`src/sv/spq_pkg.sv`:
```
// Shared types and codes for the stable priority queue.
package spq_pkg;

  typedef enum logic [1:0] {
    ACT_ENQUEUE = 2'd0,
    ACT_DEQUEUE = 2'd1,
    ACT_PEEK    = 2'd2,
    ACT_NOP     = 2'd3
  } spq_action_e;

  // Row-wide control broadcast to every cell.
  typedef struct packed {
    logic enq;
    logic deq;
  } spq_ctrl_t;

endpackage

```
`src/sv/spq_if.sv`:
```
// Request and result channel interfaces of the stable priority queue.
interface spq_in_if #(
  parameter int unsigned PRIORITY_BITS = 16,
  parameter int unsigned DATA_BITS     = 32
);
  logic                     valid;
  logic                     ready;
  spq_pkg::spq_action_e     action;
  logic [PRIORITY_BITS-1:0] priority_req;
  logic [DATA_BITS-1:0]     data_handle;

  modport source (output valid, action, priority_req, data_handle, input ready);
  modport sink   (input valid, action, priority_req, data_handle, output ready);
endinterface

interface spq_out_if #(
  parameter int unsigned PRIORITY_BITS = 16,
  parameter int unsigned DATA_BITS     = 32,
  parameter int unsigned COUNT_BITS    = 5
);
  logic                     valid;
  logic                     ready;
  logic [DATA_BITS-1:0]     head_data;
  logic                     head_valid;
  logic [PRIORITY_BITS-1:0] lowest_priority;
  logic                     is_empty;
  logic [COUNT_BITS-1:0]    entry_count;
  logic                     overflow;

  modport source (output valid, head_data, head_valid, lowest_priority, is_empty,
                  entry_count, overflow, input ready);
  modport sink   (input valid, head_data, head_valid, lowest_priority, is_empty,
                  entry_count, overflow, output ready);
endinterface

```
`src/sv/spq_cell.sv`:
```
// One slot of the sorted shift row: holds an entry, compares, shifts.
module spq_cell #(
  parameter int unsigned PRIORITY_BITS = 16,
  parameter int unsigned DATA_BITS     = 32
) (
  input  logic                     clk_i,
  input  spq_pkg::spq_ctrl_t       ctrl_i,
  input  logic                     valid_i,
  input  logic [PRIORITY_BITS-1:0] new_prio_i,
  input  logic [DATA_BITS-1:0]     new_data_i,
  input  logic                     left_keep_i,
  input  logic [PRIORITY_BITS-1:0] left_prio_i,
  input  logic [DATA_BITS-1:0]     left_data_i,
  input  logic [PRIORITY_BITS-1:0] right_prio_i,
  input  logic [DATA_BITS-1:0]     right_data_i,
  output logic                     keep_o,
  output logic [PRIORITY_BITS-1:0] prio_o,
  output logic [DATA_BITS-1:0]     data_o
);

  logic [PRIORITY_BITS-1:0] prio_q, prio_d;
  logic [DATA_BITS-1:0]     data_q, data_d;

  // Entry stays put on insert when it ties or beats the new one.
  assign keep_o = valid_i && (prio_q <= new_prio_i);

  always_comb begin
    prio_d = prio_q;
    data_d = data_q;
    if (ctrl_i.enq && !keep_o) begin
      if (left_keep_i) begin
        prio_d = new_prio_i;
        data_d = new_data_i;
      end else begin
        prio_d = left_prio_i;
        data_d = left_data_i;
      end
    end else if (ctrl_i.deq) begin
      prio_d = right_prio_i;
      data_d = right_data_i;
    end
  end

  always_ff @(posedge clk_i) begin
    prio_q <= prio_d;
    data_q <= data_d;
  end

  assign prio_o = prio_q;
  assign data_o = data_q;

endmodule

```
`src/sv/stable_priority_queue.sv`:
```
// A result is presented in the cycle after its request is accepted.
// Throughput: one request per cycle while results are taken; the whole row of
// cells updates together, and a stalled result holds off new requests.
// Reset: clears the entry count and the result valid flag; slot contents
// are not cleared and are never read before being written.
module stable_priority_queue #(
  parameter int unsigned QUEUE_DEPTH   = 16,
  parameter int unsigned PRIORITY_BITS = 16,
  parameter int unsigned DATA_BITS     = 32
) (
  input  logic       clk_i,
  input  logic       rst_ni,
  spq_in_if.sink     in_i,
  spq_out_if.source  out_o
);

  localparam int unsigned COUNT_BITS = $clog2(QUEUE_DEPTH + 1);
  localparam logic [COUNT_BITS-1:0] FullCount = COUNT_BITS'(QUEUE_DEPTH);

  logic [COUNT_BITS-1:0]    count_q, count_d;
  logic                     in_fire;
  logic                     is_full, is_void;
  spq_pkg::spq_ctrl_t       ctrl;

  logic [PRIORITY_BITS-1:0] prio_w [QUEUE_DEPTH];
  logic [DATA_BITS-1:0]     data_w [QUEUE_DEPTH];
  logic                     keep_w [QUEUE_DEPTH];

  logic                     out_valid_q;
  logic [DATA_BITS-1:0]     head_data_q, head_data_d;
  logic                     head_valid_q, head_valid_d;
  logic [PRIORITY_BITS-1:0] lowest_q, lowest_d;
  logic                     overflow_q, overflow_d;
  logic [COUNT_BITS-1:0]    res_count_q;

  assign in_i.ready = !out_valid_q || out_o.ready;
  assign in_fire    = in_i.valid && in_i.ready;
  assign is_full    = (count_q == FullCount);
  assign is_void    = (count_q == '0);

  assign ctrl = '{
    enq: in_fire && (in_i.action == spq_pkg::ACT_ENQUEUE) && !is_full,
    deq: in_fire && (in_i.action == spq_pkg::ACT_DEQUEUE) && !is_void
  };

  for (genvar g = 0; g < QUEUE_DEPTH; g++) begin : g_cell
    logic                     left_keep;
    logic [PRIORITY_BITS-1:0] left_prio, right_prio;
    logic [DATA_BITS-1:0]     left_data, right_data;

    if (g == 0) begin : g_head
      assign left_keep = 1'b1;
      assign left_prio = '0;
      assign left_data = '0;
    end else begin : g_body
      assign left_keep = keep_w[g-1];
      assign left_prio = prio_w[g-1];
      assign left_data = data_w[g-1];
    end

    if (g == QUEUE_DEPTH - 1) begin : g_tail
      assign right_prio = '0;
      assign right_data = '0;
    end else begin : g_inner
      assign right_prio = prio_w[g+1];
      assign right_data = data_w[g+1];
    end

    spq_cell #(
      .PRIORITY_BITS (PRIORITY_BITS),
      .DATA_BITS     (DATA_BITS)
    ) u_cell (
      .clk_i        (clk_i),
      .ctrl_i       (ctrl),
      .valid_i      (count_q > COUNT_BITS'(g)),
      .new_prio_i   (in_i.priority_req),
      .new_data_i   (in_i.data_handle),
      .left_keep_i  (left_keep),
      .left_prio_i  (left_prio),
      .left_data_i  (left_data),
      .right_prio_i (right_prio),
      .right_data_i (right_data),
      .keep_o       (keep_w[g]),
      .prio_o       (prio_w[g]),
      .data_o       (data_w[g])
    );
  end

  always_comb begin
    count_d      = count_q;
    head_data_d  = '0;
    head_valid_d = 1'b0;
    overflow_d   = 1'b0;
    lowest_d     = prio_w[0];
    case (in_i.action)
      spq_pkg::ACT_ENQUEUE: begin
        if (is_full) begin
          overflow_d = 1'b1;
        end else begin
          count_d = count_q + 1'b1;
          // New entry becomes head unless the current head ties or beats it.
          if (!keep_w[0]) begin
            lowest_d = in_i.priority_req;
          end
        end
      end
      spq_pkg::ACT_DEQUEUE: begin
        if (!is_void) begin
          head_data_d  = data_w[0];
          head_valid_d = 1'b1;
          count_d      = count_q - 1'b1;
          lowest_d     = prio_w[1];
        end
      end
      spq_pkg::ACT_PEEK: begin
        if (!is_void) begin
          head_data_d  = data_w[0];
          head_valid_d = 1'b1;
        end
      end
      default: begin
      end
    endcase
    if (count_d == '0) begin
      lowest_d = '0;
    end
  end

  always_ff @(posedge clk_i or negedge rst_ni) begin
    if (!rst_ni) begin
      count_q     <= '0;
      out_valid_q <= 1'b0;
    end else begin
      if (in_fire) begin
        count_q <= count_d;
      end
      if (in_i.ready) begin
        out_valid_q <= in_i.valid;
      end
    end
  end

  always_ff @(posedge clk_i) begin
    if (in_fire) begin
      head_data_q  <= head_data_d;
      head_valid_q <= head_valid_d;
      lowest_q     <= lowest_d;
      overflow_q   <= overflow_d;
      res_count_q  <= count_d;
    end
  end

  assign out_o.valid           = out_valid_q;
  assign out_o.head_data       = head_data_q;
  assign out_o.head_valid      = head_valid_q;
  assign out_o.lowest_priority = lowest_q;
  assign out_o.is_empty        = (res_count_q == '0);
  assign out_o.entry_count     = res_count_q;
  assign out_o.overflow        = overflow_q;

  a_count_bound: assert property (@(posedge clk_i) disable iff (!rst_ni)
    count_q <= FullCount)
    else $error("entry count beyond queue depth");

  a_full_drop: assert property (@(posedge clk_i) disable iff (!rst_ni)
    in_fire && (in_i.action == spq_pkg::ACT_ENQUEUE) && is_full
    |=> out_o.overflow && out_o.valid && (count_q == FullCount))
    else $error("enqueue into full queue not dropped");

  a_deq_shrink: assert property (@(posedge clk_i) disable iff (!rst_ni)
    in_fire && (in_i.action == spq_pkg::ACT_DEQUEUE) && !is_void
    |=> (count_q == $past(count_q) - 1'b1) && out_o.head_valid)
    else $error("dequeue did not remove the head");

  a_result_count: assert property (@(posedge clk_i) disable iff (!rst_ni)
    out_o.valid |-> (out_o.entry_count == count_q) && !(out_o.head_valid && out_o.overflow))
    else $error("result status disagrees with queue state");

endmodule

```
`src/flat_wrapper.sv`:
```
// flat-port wrapper written by rule: the top's interface ports become plain ports
module stable_priority_queue_flat 
#(
  parameter int unsigned QUEUE_DEPTH   = 16,
  parameter int unsigned PRIORITY_BITS = 16,
  parameter int unsigned DATA_BITS     = 32
)
  (clk_i, rst_ni, in_i_valid, in_i_action, in_i_priority_req, in_i_data_handle, in_i_ready, out_o_valid, out_o_head_data, out_o_head_valid, out_o_lowest_priority, out_o_is_empty, out_o_entry_count, out_o_overflow, out_o_ready);
  spq_in_if #(.PRIORITY_BITS(PRIORITY_BITS), .DATA_BITS(DATA_BITS)) in_i_i ();
  spq_out_if #(.PRIORITY_BITS(PRIORITY_BITS), .DATA_BITS(DATA_BITS), .COUNT_BITS((5))) out_o_i ();
  input  logic clk_i;
  input  logic rst_ni;
  input wire logic [$bits(in_i_i.valid)-1:0] in_i_valid;
  input wire logic [$bits(in_i_i.action)-1:0] in_i_action;
  input wire logic [$bits(in_i_i.priority_req)-1:0] in_i_priority_req;
  input wire logic [$bits(in_i_i.data_handle)-1:0] in_i_data_handle;
  output wire logic [$bits(in_i_i.ready)-1:0] in_i_ready;
  output wire logic [$bits(out_o_i.valid)-1:0] out_o_valid;
  output wire logic [$bits(out_o_i.head_data)-1:0] out_o_head_data;
  output wire logic [$bits(out_o_i.head_valid)-1:0] out_o_head_valid;
  output wire logic [$bits(out_o_i.lowest_priority)-1:0] out_o_lowest_priority;
  output wire logic [$bits(out_o_i.is_empty)-1:0] out_o_is_empty;
  output wire logic [$bits(out_o_i.entry_count)-1:0] out_o_entry_count;
  output wire logic [$bits(out_o_i.overflow)-1:0] out_o_overflow;
  input wire logic [$bits(out_o_i.ready)-1:0] out_o_ready;
  assign in_i_i.valid = in_i_valid;
  assign in_i_i.action = in_i_action;
  assign in_i_i.priority_req = in_i_priority_req;
  assign in_i_i.data_handle = in_i_data_handle;
  assign in_i_ready = in_i_i.ready;
  assign out_o_valid = out_o_i.valid;
  assign out_o_head_data = out_o_i.head_data;
  assign out_o_head_valid = out_o_i.head_valid;
  assign out_o_lowest_priority = out_o_i.lowest_priority;
  assign out_o_is_empty = out_o_i.is_empty;
  assign out_o_entry_count = out_o_i.entry_count;
  assign out_o_overflow = out_o_i.overflow;
  assign out_o_i.ready = out_o_ready;
  stable_priority_queue #(.QUEUE_DEPTH(QUEUE_DEPTH), .PRIORITY_BITS(PRIORITY_BITS), .DATA_BITS(DATA_BITS)) u_core (.clk_i(clk_i), .rst_ni(rst_ni), .in_i(in_i_i), .out_o(out_o_i));
endmodule
```
`config.mk`:
```
export PLATFORM = sky130hd
export DESIGN_NAME = stable_priority_queue_flat
export DESIGN_NICKNAME = d
export VERILOG_FILES = /design/src/sv/spq_pkg.sv /design/src/sv/spq_if.sv /design/src/sv/spq_cell.sv /design/src/sv/stable_priority_queue.sv /design/src/flat_wrapper.sv
export SDC_FILE = /design/constraint.sdc
export NUM_CORES = 2
export LEC_CHECK = 0
export BUFFER_PORTS_ARGS = -buffer_cell sky130_fd_sc_hd__buf_4
export CAP_MARGIN = 15
export CORE_MARGIN = 2
export CORE_UTILIZATION = 29
export CTS_BUF_LIST = sky130_fd_sc_hd__clkbuf_4
export DETAILED_ROUTE_END_ITERATION = 6
export SKIP_CTS_REPAIR_TIMING = 1
export SYNTH_ARGS = -nofsm -noshare
export SYNTH_HDL_FRONTEND = slang
export SYNTH_HIERARCHICAL = 1
export SYNTH_SLANG_ARGS = --single-unit
```
`constraint.sdc`:
```
create_clock -name clk_i -period 10.3 [get_ports clk_i]
set_input_delay 0.515 -clock clk_i [delete_from_list [all_inputs] [get_ports clk_i]]
set_output_delay 0.515 -clock clk_i [all_outputs]
set_load 0.005 [all_outputs]
```
======== After elaboration in Yosys (flattened, before gate mapping) ========
Index checks and enable logic that the tools add are counted.
cells by class
  add/subtract/negate cells ............... 2
  div/mod/pow operators ................... 0
  shift-type cells ........................ 0
  $mul .................................... 0
  magnitude comparators ................... 32
  reduce and logical (&&, ||, !) cells .... 79
  eq/ne operators ......................... 3
  bitwise logic cells ..................... 1
  muxes and demuxes ....................... 103
operator list
  cell                   count
  $mux W32               47
  $mux W16               50
  $le A16 B16 Y1         16
  $gt A5 B4 Y1 const B   8
  $logic_and A1 B1 Y1    37
  $pmux W16 S2           1
  $reduce_bool A2 Y1     16
  $gt A5 B3 Y1 const B   4
  $logic_not A1 Y1       19
  $logic_not A5 Y1       3
  $gt A5 B1 Y1 const B   2
  $gt A5 B2 Y1 const B   2
  $mux W5                2
  $pmux W5 S2            1
  $add A5 B1 Y5 const B  1
  $eq A5 B5 Y1 const B   1
  $sub A5 B1 Y5 const B  1
  $reduce_or A2 Y1       2
  $eq A2 B1 Y1 const B   1
  $eq A2 B2 Y1 const B   1
  $logic_not A2 Y1       1
  $mux W1                2
  $logic_or A1 B1 Y1     1
  $not A1 Y1             1
word-level totals
  register bits after elaboration ......... 829
  latch bits .............................. 0
  memory bits (writable) .................. 0
  output and inout bits ................... 58
  memories kept ........................... 0
  bits of input ports ..................... 54
  word-level logic and storage cells ...... 259
  bits in read-only memories .............. 0

======== Depth between registers and ports, before layout ========
  depth after elaboration ................. 7
  gate-level depth with buffers ........... 12

======== By module ========
The synthesis kept the hierarchy.
modules (own cells, without submodules)
  module                                  area each (sq um)  cells each  times used
  spq_cell (u_core.g_cell[0].u_cell ...)  3,064.2            220         12
  spq_cell (u_core.g_cell[6].u_cell ...)  3,061.7            220         4
  stable_priority_queue                   3,240.6            267         1

======== Least setup slack after synthesis ========
Ideal clock, no wire load.
  path kind ............................... register to register
  start ................................... register u_core.count_q[1]
  end ..................................... register u_core.g_cell[0].u_cell.data_q[0], enable pin
  required time ........................... 9,916 ps
  path slack .............................. 6,356 ps
  cell stages (with the launch flop) ...... 11
  period minus slack after synthesis ...... 3,944 ps
  library setup time ...................... 384 ps
  arrival time ............................ 3,560 ps
  cells stage by stage .................... dfrtp_1 clkbuf_1 inv_1 ha_1 and4bb_2 nor3_1 inv_1 a311oi_4 buf_6 buf_6 or2_2
RTL lines
  what                      line                          source
  start: declaration        stable_priority_queue.sv:20   logic [COUNT_BITS-1:0] count_q, count_d;
  start signal: assignment  stable_priority_queue.sv:135  count_q <= count_d;
  end signal: assignment    spq_cell.sv:46                data_q <= data_d;
  end: declaration          spq_cell.sv:22                logic [DATA_BITS-1:0] data_q, data_d;

==> impl_metrics.ini <==
[timing]
clock_skew_ps = 90.68
setup_slack_ps = 5974
fin_crit_ps = 4326
tns_ps = 0
slew_violations = 0
rsz0062_at_grt = false
period_share_pct = 42.00
timing.hold.ws_ps = 66.08
clock.fmax_ghz = 0.2312
maxSlewHeadroom_pct = 27.45
tightest_slew_ps = 1077
hold_viol = 0
setup_viol = 0

[worst_setup_path]
cp-start-kind = register
critPathKind = reg2reg
path_cells = inv_1 > ha_1 > and4bb_2 > nor3_2 > buf_4 > inv_1 > a311oi_4 > buf_4 > or2_2 > buf_4
timing.critical_path.buf_inv = 5
crit_required_ps = 11110
slowest_delay_ps = 690
critPathMostFrequentCell = buf_4
path_max_fanout = 49
cp_top_family = buffers and inverters
critPathSlowestCell = or2_2
cp-end-kind = register
cp.arrival_ps = 5140

[global_routing]
overflow = 0
grt_pass1_vias = 32920
grt_pass1_wl_mm = 194.9
grt_max_degree = 59
track_usage_pct = 13.33
antenna_found_initial = 16

[yosys]
syn_area_um2 = 52240
ys_warn_count = 6
synth.avg_cell_area_um2 = 13.81
syn_inst = 3783

[power_and_ir_drop]
power_frac_comb_pct = 25.1
pwr-share-seq_pct = 43.5
p_sw_w = 0.002787
power_density_nw_per_um2 = 163.7
cellLeakagePower_nw = 21.54
switching_share_pct = 28.81
peakVddDrop_uv = 74.88
p_int_w = 0.006887
clkPwrFrac_pct = 31.4

[min_path]
worstHoldPathType = in2reg

[drt]
dr.pass1.iters = 7
wl_per_cell_um = 18.86
drt-initial-drc-count = 1931
routed_wl_mm = 125.1
drt-vias-per-instance = 4.696
vias = 31160
postRouteAntennaNets = 0
drt_drc_violations_left = 4

[layout]
drive_above_1_share_pct = 50.13
fillers = 17660
layout_commonest_cell = mux2_2
fin_nets = 4432
final_cell_mix = 1518 x mux2_2, 823 x edfxtp_1, 338 x clkbuf_4
fin_cells = 6636
syn_to_final_growth_pct = 13.13

[placement]
hpwl_mm = 90.91
place_congestion = 0.8457
io_buffers = 111
dp.cells = 6209
pre_cts_slack_ps = 5480

[clock_tree]
cts_buffers = 217
clkTransAtPathRegs_ps = 60
clockBufferDepth = 3
cts_tree = done
cts.sinks = 829
clkLatencyLatePin_ps = 1210
htreeDepth = 4
cts_root_buffer = clkbuf_4

[floorplan]
start_util_pct = 29.25
num_rows = 155
coreArea_um2 = 178600
die_h_um = 428.4
boundaryPins = 112
die_w_um = 428.4
die-area_um2 = 183500

[run_status]
violations = design-rule violations
status = complete, but fails checks

[job]
cap_violations = 0
==> worst register-to-register path, stage by stage, from the launching register on <==
cell	delay (ps)
dfrtp_1	620
inv_1	170
ha_1	280
and4bb_2	310
nor3_2	180
buf_4	310
inv_1	120
a311oi_4	200
buf_4	590
or2_2	730
buf_4	460
==> sequential cells by signal, summed over array words and instances, names as in the netlist <==
name                          cells
u_core/out_o.head_valid           1
u_core/out_o.overflow             1
u_core/count_q                    5
u_core/g_cell.u_cell/prio_o     256
u_core/g_cell.u_cell/data_o     512
u_core/out_o.lowest_priority     16
u_core/out_o.valid                1
u_core/out_o.head_data           32
u_core/out_o.entry_count          5
==> final timing paths <==
kind	from	slack [ps]	cells after the start	end
worst max register to register	u_core/count_q[0]	5970	10	u_core/g_cell[2].u_cell/data_o[18]
worst max-delay path	u_core/count_q[0]	5970	10	u_core/g_cell[2].u_cell/data_o[18]
worst min register to register	u_core/g_cell[15].u_cell/data_o[27]	520	1	u_core/g_cell[14].u_cell/data_o[27]
worst min-delay path	in_i_action[0]	70	4	u_core/count_q[4]
max in group asynchronous	rst_ni	9550	3	u_core/out_o.valid
min in group asynchronous	rst_ni	400	3	u_core/count_q[0]
==> metal layers <==
layer / track usage, % / vias to the layer above / part of all wire, %
li1: - / 15050 / -
met1: 17.00 / 15250 / 46
met2: 22.27 / 613 / 48
met3: 2.523 / 229 / 3.8
met4: 5.092 / 24 / 2.7
met5: 0 / - / 0.12
==> through the flow <==
stage | util [%] | cell area [µm²] | total power, W
2_1_floorplan | - | 52600 | 0.006041
3_3_place_gp | 31.21 | 55750 | 0.006639
4_1_cts | 32.83 | 58630 | 0.009799
3_5_place_dp | 31.21 | 55750 | 0.006694
5_1_grt | 33.08 | 59090 | 0.01019
6_report | 33.09 | 59100 | 0.009674
==> power groups by stage <==
stage	logic [W]	clock network, W	registers (W)
after floorplan	0.00185	0	0.00419
after global placement	0.00236	0	0.00428
after detailed placement	0.00241	0	0.00428
after CTS	0.00242	0.00317	0.00421
after global routing	0.00263	0.00332	0.00424
final	0.00243	0.00304	0.00421
==> final cells by class <==
cell class / count / area, µm² / share of cell area, %
Multi-Input combinational cell: 2585 / 25700 / 43.49
Clock buffer: 337 / 2530 / 4.281
Clock inverter: 43 / 355.3 / 0.6013
Tap cell: 2355 / 2947 / 4.986
Inverter: 284 / 1066 / 1.804
Sequential cell: 829 / 24860 / 42.07
Timing Repair Buffer: 197 / 1619 / 2.740
Antenna cell: 6 / 15.01 / 0.02541
Power figures use the tool's default switching activity.
